File: src/sv/ssd_pkg.sv
package ssd_pkg;

   localparam logic [7:0] END_BYTE     = 8'hC0;
   localparam logic [7:0] ESC_BYTE     = 8'hDB;
   localparam logic [7:0] ESC_END_BYTE = 8'hDC;
   localparam logic [7:0] ESC_ESC_BYTE = 8'hDD;

   localparam logic [15:0] COUNT_MAX = 16'hFFFF;

   localparam int TOKQ_DEPTH = 4;
   localparam int TOKQ_AW    = $clog2(TOKQ_DEPTH);
   localparam int RESQ_DEPTH = 2;
   localparam int RESQ_AW    = $clog2(RESQ_DEPTH);

   typedef enum logic [2:0] {
      KIND_PLAIN,
      KIND_END,
      KIND_ESC,
      KIND_ESC_END,
      KIND_ESC_ESC
   } kind_type;

   typedef enum logic [1:0] {
      EV_DATA  = 2'd0,
      EV_DONE  = 2'd1,
      EV_ABORT = 2'd2
   } event_type;

   typedef struct packed {
      kind_type    kind;
      logic [7:0]  data;
   } token_type;

   typedef struct packed {
      logic        valid;
      token_type   tok;
   } token_link_type;

   typedef struct packed {
      event_type   ev;
      logic [7:0]  data;
      logic [15:0] length;
   } result_type;

endpackage

File: src/sv/slip_stream_deframer.sv
// SLIP stream deframer.
// Request channel: present one received byte on req_in_byte with push high;
// the byte is taken at a rising edge where push is high and full is low.
// Result channel: while empty is low the oldest result sits on rsp_event_res,
// rsp_data_byte and rsp_packet_length; raise pop to take it.
// rsp_event_res: data byte, packet complete (with length), or packet aborted
// on a bad escape. Bytes outside a packet and ESC bytes give no result.
// A taken byte is held in the token queue; the decoder takes it from there and
// writes its result into the result queue, from which it can then be popped.
// Throughput: one byte per cycle, sustained while results are popped; the decoder
// consumes one token from a four-entry token queue each cycle the result queue is
// not full, and writes at most one result into a two-entry result queue.
// Reset clears both queues and returns the decoder to hunting for END.
// When the receiver stalls, the result queue fills, the decoder holds, the
// token queue fills and full rises; nothing is dropped.
module slip_stream_deframer (
   input  logic        clock,
   input  logic        reset,
   input  logic        push,
   output logic        full,
   input  logic [7:0]  req_in_byte,
   output logic        empty,
   input  logic        pop,
   output logic [1:0]  rsp_event_res,
   output logic [7:0]  rsp_data_byte,
   output logic [15:0] rsp_packet_length
);

   ssd_pkg::token_link_type link;
   ssd_pkg::result_type     res;
   logic                    tok_pop;

   ssd_front u_front (
      .clock   (clock),
      .reset   (reset),
      .push    (push),
      .in_byte (req_in_byte),
      .full    (full),
      .link    (link),
      .tok_pop (tok_pop)
   );

   ssd_back u_back (
      .clock   (clock),
      .reset   (reset),
      .link    (link),
      .tok_pop (tok_pop),
      .empty   (empty),
      .pop     (pop),
      .res     (res)
   );

   assign rsp_event_res     = res.ev;
   assign rsp_data_byte     = res.data;
   assign rsp_packet_length = res.length;

endmodule

File: src/sv/ssd_front.sv
module ssd_front (
   input  logic                    clock,
   input  logic                    reset,
   input  logic                    push,
   input  logic [7:0]              in_byte,
   output logic                    full,
   output ssd_pkg::token_link_type link,
   input  logic                    tok_pop
);

   ssd_pkg::token_type            q_ff [ssd_pkg::TOKQ_DEPTH];
   logic [ssd_pkg::TOKQ_AW-1:0]   wr_ptr_ff, wr_ptr_in;
   logic [ssd_pkg::TOKQ_AW-1:0]   rd_ptr_ff, rd_ptr_in;
   logic [ssd_pkg::TOKQ_AW:0]     count_ff, count_in;
   ssd_pkg::token_type            tok_new;
   logic                          accept;
   logic                          take;

   localparam logic [ssd_pkg::TOKQ_AW:0]   FULL_COUNT = (ssd_pkg::TOKQ_AW+1)'(ssd_pkg::TOKQ_DEPTH);
   localparam logic [ssd_pkg::TOKQ_AW-1:0] LAST_PTR   = ssd_pkg::TOKQ_AW'(ssd_pkg::TOKQ_DEPTH - 1);

   always_comb begin
      tok_new.data = in_byte;
      unique case (in_byte)
         ssd_pkg::END_BYTE:     tok_new.kind = ssd_pkg::KIND_END;
         ssd_pkg::ESC_BYTE:     tok_new.kind = ssd_pkg::KIND_ESC;
         ssd_pkg::ESC_END_BYTE: tok_new.kind = ssd_pkg::KIND_ESC_END;
         ssd_pkg::ESC_ESC_BYTE: tok_new.kind = ssd_pkg::KIND_ESC_ESC;
         default:               tok_new.kind = ssd_pkg::KIND_PLAIN;
      endcase
   end

   assign full       = (count_ff == FULL_COUNT);
   assign accept     = push && !full;
   assign link.valid = (count_ff != '0);
   assign link.tok   = q_ff[rd_ptr_ff];
   assign take       = tok_pop && link.valid;

   always_comb begin
      wr_ptr_in = wr_ptr_ff;
      rd_ptr_in = rd_ptr_ff;
      count_in  = count_ff;
      if (accept) begin
         wr_ptr_in = (wr_ptr_ff == LAST_PTR) ? '0 : wr_ptr_ff + 1'b1;
      end
      if (take) begin
         rd_ptr_in = (rd_ptr_ff == LAST_PTR) ? '0 : rd_ptr_ff + 1'b1;
      end
      if (accept && !take) begin
         count_in = count_ff + 1'b1;
      end else if (take && !accept) begin
         count_in = count_ff - 1'b1;
      end
   end

   always_ff @(posedge clock) begin
      if (reset) begin
         wr_ptr_ff <= '0;
         rd_ptr_ff <= '0;
         count_ff  <= '0;
      end else begin
         wr_ptr_ff <= wr_ptr_in;
         rd_ptr_ff <= rd_ptr_in;
         count_ff  <= count_in;
      end
   end

   always_ff @(posedge clock) begin
      if (accept) begin
         q_ff[wr_ptr_ff] <= tok_new;
      end
   end

`ifndef NO_ASSERTIONS
   a_count_bound: assert property (@(posedge clock) disable iff (reset)
      count_ff <= FULL_COUNT)
      else $error("token queue count out of range");

   a_count_track: assert property (@(posedge clock) disable iff (reset)
      (accept && !take) |=> (count_ff == $past(count_ff) + 1'b1))
      else $error("token queue count missed a request");

   a_full_hold: assert property (@(posedge clock) disable iff (reset)
      (full && !take) |=> full)
      else $error("token queue lost an entry while full");
`endif

endmodule

File: src/sv/ssd_back.sv
module ssd_back (
   input  logic                    clock,
   input  logic                    reset,
   input  ssd_pkg::token_link_type link,
   output logic                    tok_pop,
   output logic                    empty,
   input  logic                    pop,
   output ssd_pkg::result_type     res
);

   typedef enum logic [1:0] {
      ST_HUNT,
      ST_BODY,
      ST_ESCAPED
   } state_type;

   localparam logic [ssd_pkg::RESQ_AW:0]   FULL_COUNT = (ssd_pkg::RESQ_AW+1)'(ssd_pkg::RESQ_DEPTH);
   localparam logic [ssd_pkg::RESQ_AW-1:0] LAST_PTR   = ssd_pkg::RESQ_AW'(ssd_pkg::RESQ_DEPTH - 1);

   state_type                     state_ff, state_in;
   logic [15:0]                   byte_count_ff, byte_count_in;
   ssd_pkg::result_type           q_ff [ssd_pkg::RESQ_DEPTH];
   logic [ssd_pkg::RESQ_AW-1:0]   wr_ptr_ff, wr_ptr_in;
   logic [ssd_pkg::RESQ_AW-1:0]   rd_ptr_ff, rd_ptr_in;
   logic [ssd_pkg::RESQ_AW:0]     count_ff, count_in;
   logic                          take;
   logic                          emit;
   logic                          drain;
   logic [15:0]                   count_inc;
   ssd_pkg::result_type           res_new;

   assign tok_pop   = (count_ff != FULL_COUNT);
   assign take      = tok_pop && link.valid;
   assign empty     = (count_ff == '0);
   assign drain     = pop && !empty;
   assign res       = q_ff[rd_ptr_ff];
   assign count_inc = (byte_count_ff == ssd_pkg::COUNT_MAX) ? byte_count_ff
                                                           : byte_count_ff + 16'd1;

   always_comb begin
      state_in      = state_ff;
      byte_count_in = byte_count_ff;
      emit          = 1'b0;
      res_new.ev     = ssd_pkg::EV_DATA;
      res_new.data   = link.tok.data;
      res_new.length = '0;
      if (take) begin
         unique case (state_ff)
            ST_HUNT: begin
               if (link.tok.kind == ssd_pkg::KIND_END) begin
                  state_in      = ST_BODY;
                  byte_count_in = '0;
               end
            end
            ST_BODY: begin
               case (link.tok.kind)
                  ssd_pkg::KIND_END: begin
                     state_in       = ST_HUNT;
                     byte_count_in  = '0;
                     emit           = (byte_count_ff != '0);
                     res_new.ev     = ssd_pkg::EV_DONE;
                     res_new.data   = '0;
                     res_new.length = byte_count_ff;
                  end
                  ssd_pkg::KIND_ESC: begin
                     state_in = ST_ESCAPED;
                  end
                  default: begin
                     byte_count_in = count_inc;
                     emit          = 1'b1;
                  end
               endcase
            end
            ST_ESCAPED: begin
               case (link.tok.kind)
                  ssd_pkg::KIND_END: begin
                     // END wins over an armed escape
                     state_in       = ST_HUNT;
                     byte_count_in  = '0;
                     emit           = (byte_count_ff != '0);
                     res_new.ev     = ssd_pkg::EV_DONE;
                     res_new.data   = '0;
                     res_new.length = byte_count_ff;
                  end
                  ssd_pkg::KIND_ESC: begin
                     state_in = ST_ESCAPED;
                  end
                  ssd_pkg::KIND_ESC_ESC: begin
                     state_in      = ST_BODY;
                     byte_count_in = count_inc;
                     emit          = 1'b1;
                     res_new.data  = ssd_pkg::ESC_BYTE;
                  end
                  ssd_pkg::KIND_ESC_END: begin
                     state_in      = ST_BODY;
                     byte_count_in = count_inc;
                     emit          = 1'b1;
                     res_new.data  = ssd_pkg::END_BYTE;
                  end
                  default: begin
                     // bad escape: drop the packet and hunt
                     state_in      = ST_HUNT;
                     byte_count_in = '0;
                     emit          = 1'b1;
                     res_new.ev    = ssd_pkg::EV_ABORT;
                     res_new.data  = '0;
                  end
               endcase
            end
            default: begin
               state_in = ST_HUNT;
            end
         endcase
      end
   end

   always_comb begin
      wr_ptr_in = wr_ptr_ff;
      rd_ptr_in = rd_ptr_ff;
      count_in  = count_ff;
      if (emit) begin
         wr_ptr_in = (wr_ptr_ff == LAST_PTR) ? '0 : wr_ptr_ff + 1'b1;
      end
      if (drain) begin
         rd_ptr_in = (rd_ptr_ff == LAST_PTR) ? '0 : rd_ptr_ff + 1'b1;
      end
      if (emit && !drain) begin
         count_in = count_ff + 1'b1;
      end else if (drain && !emit) begin
         count_in = count_ff - 1'b1;
      end
   end

   always_ff @(posedge clock) begin
      if (reset) begin
         state_ff      <= ST_HUNT;
         byte_count_ff <= '0;
         wr_ptr_ff     <= '0;
         rd_ptr_ff     <= '0;
         count_ff      <= '0;
      end else begin
         state_ff      <= state_in;
         byte_count_ff <= byte_count_in;
         wr_ptr_ff     <= wr_ptr_in;
         rd_ptr_ff     <= rd_ptr_in;
         count_ff      <= count_in;
      end
      if (emit) begin
         q_ff[wr_ptr_ff] <= res_new;
      end
   end

`ifndef NO_ASSERTIONS
   a_hunt_clear: assert property (@(posedge clock) disable iff (reset)
      (state_ff == ST_HUNT) |-> (byte_count_ff == '0))
      else $error("byte count left over while hunting");

   a_no_empty_done: assert property (@(posedge clock) disable iff (reset)
      (emit && res_new.ev == ssd_pkg::EV_DONE) |-> (res_new.length != '0))
      else $error("empty packet reported as complete");

   a_no_overflow: assert property (@(posedge clock) disable iff (reset)
      emit |-> (count_ff != FULL_COUNT))
      else $error("result queue overflow");

   a_count_hold: assert property (@(posedge clock) disable iff (reset)
      (!take) |=> (byte_count_ff == $past(byte_count_ff)))
      else $error("byte count moved without a token");
`endif

endmodule
File: config.mk
export PLATFORM = sky130hd
export DESIGN_NAME = slip_stream_deframer
export DESIGN_NICKNAME = d
export VERILOG_FILES = /design/src/sv/ssd_pkg.sv /design/src/sv/slip_stream_deframer.sv /design/src/sv/ssd_front.sv /design/src/sv/ssd_back.sv
export SDC_FILE = /design/constraint.sdc
export NUM_CORES = 1
export LEC_CHECK = 0
export ABC_AREA = 1
export BUFFER_PORTS_ARGS = -buffer_cell sky130_fd_sc_hd__clkbuf_2
export CAP_MARGIN = 20
export CORE_MARGIN = 2
export CORE_UTILIZATION = 45
export DETAILED_ROUTE_END_ITERATION = 8
export PLACE_DENSITY_LB_ADDON = 0.2
export SYNTH_ARGS = -nofsm -noshare
export SYNTH_HDL_FRONTEND = slang
export SYNTH_SLANG_ARGS = --single-unit
File: constraint.sdc
create_clock -name clock -period 6.3 [get_ports clock]
set_clock_uncertainty 0.1 [all_clocks]
set_input_delay 0.945 -clock clock [delete_from_list [all_inputs] [get_ports clock]]
set_output_delay 0.945 -clock clock [all_outputs]
set_load 0.01 [all_outputs]
==> key figures, run 1 <==
Synth
  • Cells after Synth: roughly 600
  • Predominant post-synthesis flop cell: sky130_fd_sc_hd__edfxtp_1
  • Net count after synthesis: roughly 620
  • Register area share after synthesis: about three fifths
  • Number of distinct library cells after synthesis: 36
  • Async S/R FF share, synth: 0%
  • Area of the mapped netlist: between 5000 and 6000 um2
  • Avg Synthesized Cell Area: 10.0 um2
  • Synth Register Bits: between 100 and 150
  • Total number of yosys warnings: 0
  • Number of enable-type register cells in the synthesized netlist: between 90 and 100

Floorplanning
  • Die area: ~14000 um2
  • Starting density of the core: between 40% and 50%
  • Die height: around 120 um
  • Horizontal extent of the die: between 100 and 150 um
  • Number of standard-cell rows in the floorplan: 42
  • CORE AREA: 13100 um2
  • Count of pins on the block boundary: 40

Layout
  • Filler-free cell count of the finished design: a little over 800
  • Fraction of final layout cells with drive strength greater than 1: 18.0%
  • Storage cell area: between 3000 and 4000 um2
  • Number of nets in the layout: approximately 670
  • Post-route cell area: about 7000 um2
  • Area grow syn2layout: 16.3%
  • Fillers: ~1200
  • Final antenna diode count: 0
  • Area taken by multi-input logic gates: approximately 2100 um2

Routing
  • Per-cell via count in the routed design: around 5.1
  • Total number of vias: approximately 4200
  • DR WL/cell: around 14 um
  • Final wirelength: 12.0 mm
  • Detailed-routing iteration count for the pre-antenna-repair pass: 5
  • DRC violation count after routing: 0
  • Number of DRC violations after detailed-routing iteration 0: about 400
  • Number of nets with antenna violations after routing: 0

Clock network
  • Hold buffer count at cts: 0
  • Worst-path clk slew: 0.05 ns
  • Number of CTS-inserted buffers: 17
  • Clock sinks: between 100 and 150
  • Clock Root Buffer: sky130_fd_sc_hd__clkbuf_16
  • Number of instances resized during post-cts repair: 0
  • H-tree lvl count: 4
  • Clock insertion delay at the later pin of the skew report: 0.42 ns
  • Max Buffers Root-to-Sink: 2
  • Number of post-CTS setup repair buffers: 0
  • TritonCTS clock tree: done

Global route
  • Number of global-route vias before repair: 4051
  • Largest net degree at the start of global routing: 27
  • Number of antenna violations at the first check in global routing: 0
  • First-pass GRT wire length: 20.2 mm
  • Total congestion overflow after global routing: 0
  • Total routing resource utilization after global routing: 18.4%

Timing
  • Sum of negative setup slack: 0 ns
  • Worst relative slew slack: 31.9%
  • Final hold violation count: 0
  • Final setup violation count: 0
  • Setup repair after global routing missed its margin: false
  • Setup slack of the critical path after layout: slightly above 3 ns
  • Final worst path period share: about half
  • Maximum clock rate: 307 MHz
  • Total count of max-transition violations in the final report: 0
  • Transition at the pin with the smallest max-transition slack: just over 1 ns
  • Final Critical Period: ~3.3 ns

Power and ir drop
  • Maximum VDD drop: 0.243 mV
  • Total leakage power: roughly 0.0027 uW
  • Design internal power: approximately 1900 uW
  • Total Power: 2800 uW
  • Reg power frac: around two fifths
  • Logic pwr share: between 20% and 30%
  • Power density relative to cell area: 404 nW/um2
  • Clock power share: around 34%
  • Switching portion of total power: 31.9%
  • Switching pwr: 893 uW

Run status
  • Run status: complete, no violations

Worst setup path
  • Kind of critical path: reg -> reg
  • Startpoint type of the worst setup path: flop
  • Worst endpoint data arrival time: approximately 3.3 ns
  • Worst reg2reg setup slack: around 3.0 ns
  • Highest net fanout along the worst path: 24
  • Crit-path cells: inv_2 > nand2_1 > nand2_1 > nand2_1 > nand2_1 > nand3_1 > nand2_1 > a31oi_2 > nand2_1 > inv_1 > buf_16
  • Crit path top cell by count: sky130_fd_sc_hd__nand2_1
  • Type of destination of the critical path: flop
  • Required time at the worst-slack endpoint: around 6.3 ns
  • Worst path max stage delay: about 0.85 ns
  • CP max stage cell: sky130_fd_sc_hd__dfxtp_1

Placement
  • Cell Count Post-Placement: ~790
  • Weighted congestion reported at the end of routability-driven placement: between 0.8 and 0.9
  • Number of port buffers: 39
  • Placed inst area: 6310 um2
  • Post-Place Setup Slack: ~2.8 ns
  • Final HPWL DP: between 8 and 9 mm

Run
  • Max-Cap Viols: 0

Min path
  • Kind of path behind the tightest hold check: reg -> reg
## final cells by class
type	instances	share of cell area, %
clock buffer	19	6.24
clock inverter	13	2.09
inverter	67	3.62
multi-input combinational	382	30.2
sequential	128	50.8
tap	176	3.17
timing repair buffer	45	3.91
## cell usage after synthesis (7+ instances only)
cell type,count,share of area (%)
sky130_fd_sc_hd__ha_1,13,2.7
sky130_fd_sc_hd__inv_2,8,0.50
sky130_fd_sc_hd__nand3_1,51,4.3
sky130_fd_sc_hd__nand2_1,131,8.2
sky130_fd_sc_hd__nor2_1,53,3.3
sky130_fd_sc_hd__o21ai_1,10,0.84
sky130_fd_sc_hd__dfxtp_1,32,11
sky130_fd_sc_hd__nand4_1,11,1.2
sky130_fd_sc_hd__o21ai_0,16,1.3
sky130_fd_sc_hd__a21oi_1,34,2.9
sky130_fd_sc_hd__mux2_2,26,4.9
sky130_fd_sc_hd__clkbuf_1,9,0.57
sky130_fd_sc_hd__inv_1,57,3.6
sky130_fd_sc_hd__nor3_1,7,0.59
sky130_fd_sc_hd__edfxtp_1,96,48
## registers in the layout (all words and copies together), names as in the netlist, named ones only
register and flops:
u_back.q_ff 52, u_front.q_ff 44, u_back.byte_count_ff 16, u_front.count_ff 3, u_back.count_ff 2, u_back.state_ff 2, u_front.rd_ptr_ff 2, u_front.wr_ptr_ff 2
u_back.rd_ptr_ff 1, u_back.wr_ptr_ff 1
## power by group through the flow
stage	sequential (uW)	clock [uW]	combinational (uW)
2_1_floorplan	1080	0	590
3_3_place_gp	1130	0	706
3_5_place_dp	1120	0	738
4_1_cts	1100	972	743
5_1_grt	1120	1010	844
6_report	1100	958	740
## cell families after synthesis
group | Yosys count | synth area share (%)
buffers and inverters | 85 | 5.91
adder cells (fa/ha/maj) | 14 | 3.06
multiplexers | 26 | 4.90
XOR/XNOR | 3 | 0.440
flip-flops | 128 | 59.0
AO/OA/AOI/OAI | 72 | 6.94
AND/OR/NAND/NOR | 267 | 19.7
## routing by layer
layer / share of wire, % / track usage (%) / up-vias / wire length (um)
li1: - / - / 2127 / -
met1: 49 / 25.7 / 1982 / 5900
met2: 45 / 27.7 / 93 / 5360
met3: 4.6 / 5.22 / 15 / 546
met4: 1.2 / 6.03 / 0 / 149
met5: 0 / 0 / - / 0
## worst max-delay path: cells and delay by family, from the launching register on
family          cells  cell delay (ns)
buf+inv             3             0.98
flops               1             0.85
simple gates        7             0.76
compound gates      1             0.25
## layout by cell type, fill, tap and decap left out, types with 2 or more instances in the layout
master | netlist | final
sky130_fd_sc_hd__clkbuf_2 | 0 | 39
sky130_fd_sc_hd__nor2_1 | 53 | 52
sky130_fd_sc_hd__nand3_1 | 51 | 51
sky130_fd_sc_hd__clkbuf_16 | 0 | 17
sky130_fd_sc_hd__nand4_1 | 11 | 11
sky130_fd_sc_hd__inv_1 | 57 | 57
sky130_fd_sc_hd__inv_2 | 8 | 8
sky130_fd_sc_hd__clkinv_2 | 0 | 3
sky130_fd_sc_hd__a21oi_1 | 34 | 34
sky130_fd_sc_hd__mux2_2 | 26 | 26
sky130_fd_sc_hd__nor3_4 | 2 | 2
sky130_fd_sc_hd__o21ai_1 | 10 | 10
sky130_fd_sc_hd__xor2_1 | 3 | 3
sky130_fd_sc_hd__dfxtp_1 | 32 | 32
sky130_fd_sc_hd__clkbuf_1 | 9 | 2
sky130_fd_sc_hd__o21ai_0 | 16 | 16
sky130_fd_sc_hd__buf_4 | 2 | 3
sky130_fd_sc_hd__clkinv_4 | 0 | 2
sky130_fd_sc_hd__a22oi_1 | 2 | 2
sky130_fd_sc_hd__bufinv_16 | 0 | 3
sky130_fd_sc_hd__clkinv_1 | 2 | 6
sky130_fd_sc_hd__a32o_1 | 6 | 6
sky130_fd_sc_hd__nor3_1 | 7 | 7
sky130_fd_sc_hd__nand2_1 | 131 | 131
sky130_fd_sc_hd__ha_1 | 13 | 13
sky130_fd_sc_hd__nand2_2 | 6 | 6
sky130_fd_sc_hd__edfxtp_1 | 96 | 96
## path summary, 6_finish.rpt
check	from	endpoint	cells past startpoint
setup / recovery	flop	u_back.q_ff[1][12]$_DFFE_PP_	11
hold / removal	u_back.rd_ptr_ff$_SDFFE_PP0P_	u_back.rd_ptr_ff$_SDFFE_PP0P_	2
setup reg to reg	flop	u_back.q_ff[1][12]$_DFFE_PP_	11
hold reg to reg	u_back.rd_ptr_ff$_SDFFE_PP0P_	u_back.rd_ptr_ff$_SDFFE_PP0P_	2
## stage by stage
step / util, % / hold WS [ns]
after floorplan: - / 0.347
final: 53.0 / 0.377
after detailed placement: 48.2 / 0.372
after global placement: 48.1 / 0.361
after CTS: 52.6 / 0.378
after global routing: 53.0 / 0.409
Power figures use the tool's default switching activity.
==> run 2: changes to the inputs <==
--- a/config.mk
+++ b/config.mk
@@ -5,7 +5,7 @@
 export SDC_FILE = /design/constraint.sdc
 export NUM_CORES = 1
 export LEC_CHECK = 0
-export ABC_AREA = 1
+export ABC_AREA = 0
 export BUFFER_PORTS_ARGS = -buffer_cell sky130_fd_sc_hd__clkbuf_2
 export CAP_MARGIN = 20
 export CORE_MARGIN = 2
==> constraint.sdc (replaced) <==
create_clock -name clock -period 3.1 [get_ports clock]
set_clock_uncertainty 0.1 [all_clocks]
set_input_delay 0.465 -clock clock [delete_from_list [all_inputs] [get_ports clock]]
set_output_delay 0.465 -clock clock [all_outputs]
set_load 0.01 [all_outputs]
==> run 2 against run 1 <==
Core utilization up 1.7 points. First-iteration DRC count down 40%. Routed wire length down 13%. Register-to-register slack worse by 2.7 ns. Via count down 16%. Global-route usage down 2.5 points. Clock power up 130%. Fmax up 19%. Synthesized cell count down 28%. Final cell count down 20%. Worst setup slack worse by 2.7 ns. Sequential cell count unchanged.
==> key figures, run 2 <==
Clock network
  • H-tree lvl count: 4 (unchanged)
  • Clock insertion delay at the later pin of the skew report: 0.42 ns (about the same)
  • Number of instances resized during post-cts repair: 0 (unchanged)
  • Clock Root Buffer: sky130_fd_sc_hd__clkbuf_16
  • Number of CTS-inserted buffers: 17 (unchanged)
  • TritonCTS clock tree: done
  • Worst-path clk slew: 0.06 ns (about the same)
  • Clock sinks: 128 (unchanged)
  • Max Buffers Root-to-Sink: 2 (unchanged)
  • Hold buffer count at cts: 0 (unchanged)
  • Number of post-CTS setup repair buffers: 0 (unchanged)

Global route
  • Total routing resource utilization after global routing: 15.9% (-2.5 points)
  • Largest net degree at the start of global routing: 29 (+7.4%)
  • First-pass GRT wire length: 17.3 mm (-14%)
  • Number of global-route vias before repair: 3445 (-15%)
  • Total congestion overflow after global routing: 0 (unchanged)
  • Number of antenna violations at the first check in global routing: 0 (unchanged)

Routing
  • Number of DRC violations after detailed-routing iteration 0: 236 (-40%)
  • Detailed-routing iteration count for the pre-antenna-repair pass: 4 (-1)
  • DR WL/cell: 15.6 um (+8.5%)
  • Total number of vias: 3540 (-16%)
  • DRC violation count after routing: 0 (unchanged)
  • Final wirelength: 10.4 mm (-13%)
  • Per-cell via count in the routed design: 5.34 (+5.1%)
  • Number of nets with antenna violations after routing: 0 (unchanged)

Floorplanning
  • Die area: 14000 um2 (-1.5%)
  • CORE AREA: 12700 um2 (-3.2%)
  • Die height: 118 um (-0.74%)
  • Number of standard-cell rows in the floorplan: 41 (-2.4%)
  • Starting density of the core: 46.4% (+0.77 points)
  • Count of pins on the block boundary: 40 (unchanged)
  • Horizontal extent of the die: 118 um (-0.74%)

Synth
  • Number of distinct library cells after synthesis: 64 (+78%)
  • Most numerous cell in the Yosys netlist: sky130_fd_sc_hd__edfxtp_1
  • Area of the mapped netlist: 5880 um2 (-1.5%)
  • Register area share after synthesis: 59.9% (+0.92 points)
  • Net count after synthesis: 453 (-27%)
  • Share of the synthesized area in the top cell type: 49.0% (+0.75 points)
  • Total number of yosys warnings: 0 (unchanged)
  • Top cells by count, synth: sky130_fd_sc_hd__edfxtp_1 (96), sky130_fd_sc_hd__dfxtp_1 (32), sky130_fd_sc_hd__mux2_2 (27)
  • Synth Register Bits: 128 (unchanged)
  • Cells after Synth: 427 (-28%)
  • Predominant post-synthesis flop cell: sky130_fd_sc_hd__edfxtp_1
  • Async S/R FF share, synth: 0% (unchanged)
  • Top cell type by total area after synthesis: sky130_fd_sc_hd__edfxtp_1
  • Avg Synthesized Cell Area: 13.8 um2 (+37%)
  • Number of enable-type register cells in the synthesized netlist: 96 (unchanged)
  • Leading cell types by total area after synthesis: sky130_fd_sc_hd__edfxtp_1 (49%), sky130_fd_sc_hd__dfxtp_1 (11%), sky130_fd_sc_hd__mux2_2 (5.2%)

Layout
  • Commonest cells after routing, fill and taps aside: sky130_fd_sc_hd__edfxtp_1 (96), sky130_fd_sc_hd__clkbuf_2 (39), sky130_fd_sc_hd__dfxtp_1 (32)
  • Most common cell after layout, fill and taps aside: sky130_fd_sc_hd__edfxtp_1
  • Area grow syn2layout: 18.0%
  • Number of nets in the layout: 504 (-24%)
  • Filler-free cell count of the finished design: 663 (-20%)
  • Max reg flops: 52 (unchanged)
  • Fraction of final layout cells with drive strength greater than 1: 27.3% (+9.2 points)
  • Largest registers: u_back.q_ff: 52 flops, u_front.q_ff: 44 flops, u_back.byte_count_ff: 16 flops
  • Most flop-heavy register: u_back.q_ff
  • Fillers: 1058 (-8.6%)
  • Final core utilization: 54.7% (+1.7 points)
  • Final antenna diode count: 0 (unchanged)

Worst setup path
  • Kind of critical path: reg -> reg
  • Worst endpoint data arrival time: 2.99 ns (-0.29 ns)
  • Startpoint type of the worst setup path: flop
  • Highest net fanout along the worst path: 28 (+17%)
  • Required time at the worst-slack endpoint: 3.34 ns (-2.99 ns)
  • Type of destination of the critical path: flop

Placement
  • Cell Count Post-Placement: 631 (-21%)
  • Weighted congestion reported at the end of routability-driven placement: 0.779 (-12%)
  • Final HPWL DP: 6.87 mm (-17%)
  • Post-Place Setup Slack: 0.354 ns (-2.44 ns)
  • Number of port buffers: 39 (unchanged)

Timing
  • Setup repair after global routing missed its margin: false
  • Final setup violation count: 0 (unchanged)
  • Transition at the pin with the smallest max-transition slack: 1.07 ns (+0.0491 ns)
  • Total count of max-transition violations in the final report: 0 (unchanged)
  • Final Critical Period: 2.74 ns (-0.513 ns)
  • Worst relative slew slack: 28.0% (-3.9 points)
  • Setup slack of the critical path after layout: 0.358 ns (-2.69 ns)
  • Final worst path period share: 88.4% (+37 points)
  • Maximum clock rate: 365 MHz (+19%)
  • Final hold violation count: 0 (unchanged)
  • Sum of negative setup slack: 0 ns (unchanged)

Run
  • Max-Cap Viols: 0 (unchanged)

Power and ir drop
  • Maximum VDD drop: 0.481 mV (+98%)
  • Total Power: 5880 uW (+110%)
  • Total leakage power: 0.00235 uW (-12%)
  • Power density relative to cell area: 847 nW/um2 (+110%)

Min path
  • Kind of path behind the tightest hold check: in -> reg

Run status
  • Run status: complete, no violations
[run 2: changes by cell type after synthesis, moves of 9 or more]
| cell | previous run | this run |
|---|---|---|
| sky130_fd_sc_hd__nand2_1 | 131 | 15 |
| sky130_fd_sc_hd__nand3_1 | 51 | 12 |
| sky130_fd_sc_hd__inv_1 | 57 | 20 |
| sky130_fd_sc_hd__nor2_1 | 53 | 23 |
| sky130_fd_sc_hd__a21oi_1 | 34 | 11 |
| sky130_fd_sc_hd__and2_1 | 0 | 21 |
| sky130_fd_sc_hd__a21oi_2 | 0 | 10 |
| sky130_fd_sc_hd__o21ai_1 | 10 | 0 |
| sky130_fd_sc_hd__or3_1 | 0 | 9 |
[run 2: logic make-up after synthesis]
group           Yosys count  share of synthesized area [%]
simple gates            135                           13.5
flops                   128                           59.9
compound gates           66                           8.71
mux                      42                           10.6
buf+inv                  36                           3.24
fa+ha+maj                14                           3.11
xor+xnor                  6                          0.894
[run 2: cell type report]
class / count / area [um2] / share of cell area [%]
Inverter: 20 / 75.1 / 1.08
Multi-Input combinational cell: 263 / 2170 / 31.2
Sequential cell: 128 / 3520 / 50.8
Clock buffer: 18 / 429 / 6.19
Tap cell: 172 / 215 / 3.10
Timing Repair Buffer: 48 / 288 / 4.15
Clock inverter: 14 / 238 / 3.43
[run 2: metrics by stage]
stage          hold slack [ns]  area [um2]
2_1_floorplan            0.354        5880
3_3_place_gp             0.364        6270
3_5_place_dp             0.378        6270
4_1_cts                  0.187        6940
5_1_grt                  0.197        6940
6_report                 0.200        6940
[run 2: final timing paths]
path / slack, ns / cells after the start / to / startpoint
worst max-delay path: 0.36 / 7 / u_back.byte_count_ff[6]$_SDFFE_PP0P_ / flop
worst min-delay path: 0.20 / 1 / u_front.q_ff[3][7]$_DFFE_PP_ / req_in_byte[7]
worst max register to register: 0.36 / 7 / u_back.byte_count_ff[6]$_SDFFE_PP0P_ / flop
worst min register to register: 0.39 / 2 / u_front.rd_ptr_ff[1]$_SDFFE_PP0P_ / u_front.rd_ptr_ff[1]$_SDFFE_PP0P_
[run 2: worst max-delay path, cell delays in order (launching register included)]
cell	delay (ns)
sky130_fd_sc_hd__dfxtp_1	0.43
sky130_fd_sc_hd__buf_4	0.20
sky130_fd_sc_hd__mux4_2	0.66
sky130_fd_sc_hd__and2b_4	0.33
sky130_fd_sc_hd__o22ai_4	0.06
sky130_fd_sc_hd__buf_4	0.21
sky130_fd_sc_hd__or4_1	0.54
sky130_fd_sc_hd__a21oi_2	0.14
[run 2: where the power goes]
part	switching (uW)	internal [uW]	leakage (uW)
Sequential	104	2060	0.00109
Combinational	833	648	0.000943
Clock	724	1510	0.000314
Total	1660	4220	0.00235
[run 2: routing by layer]
layer | track usage [%] | wire (um) | up-vias
li1 | - | - | 1748
met1 | 19.4 | 4660 | 1719
met2 | 26.0 | 5200 | 60
met3 | 4.15 | 324 | 13
met4 | 8.36 | 172 | 0
met5 | 0 | 0 | -
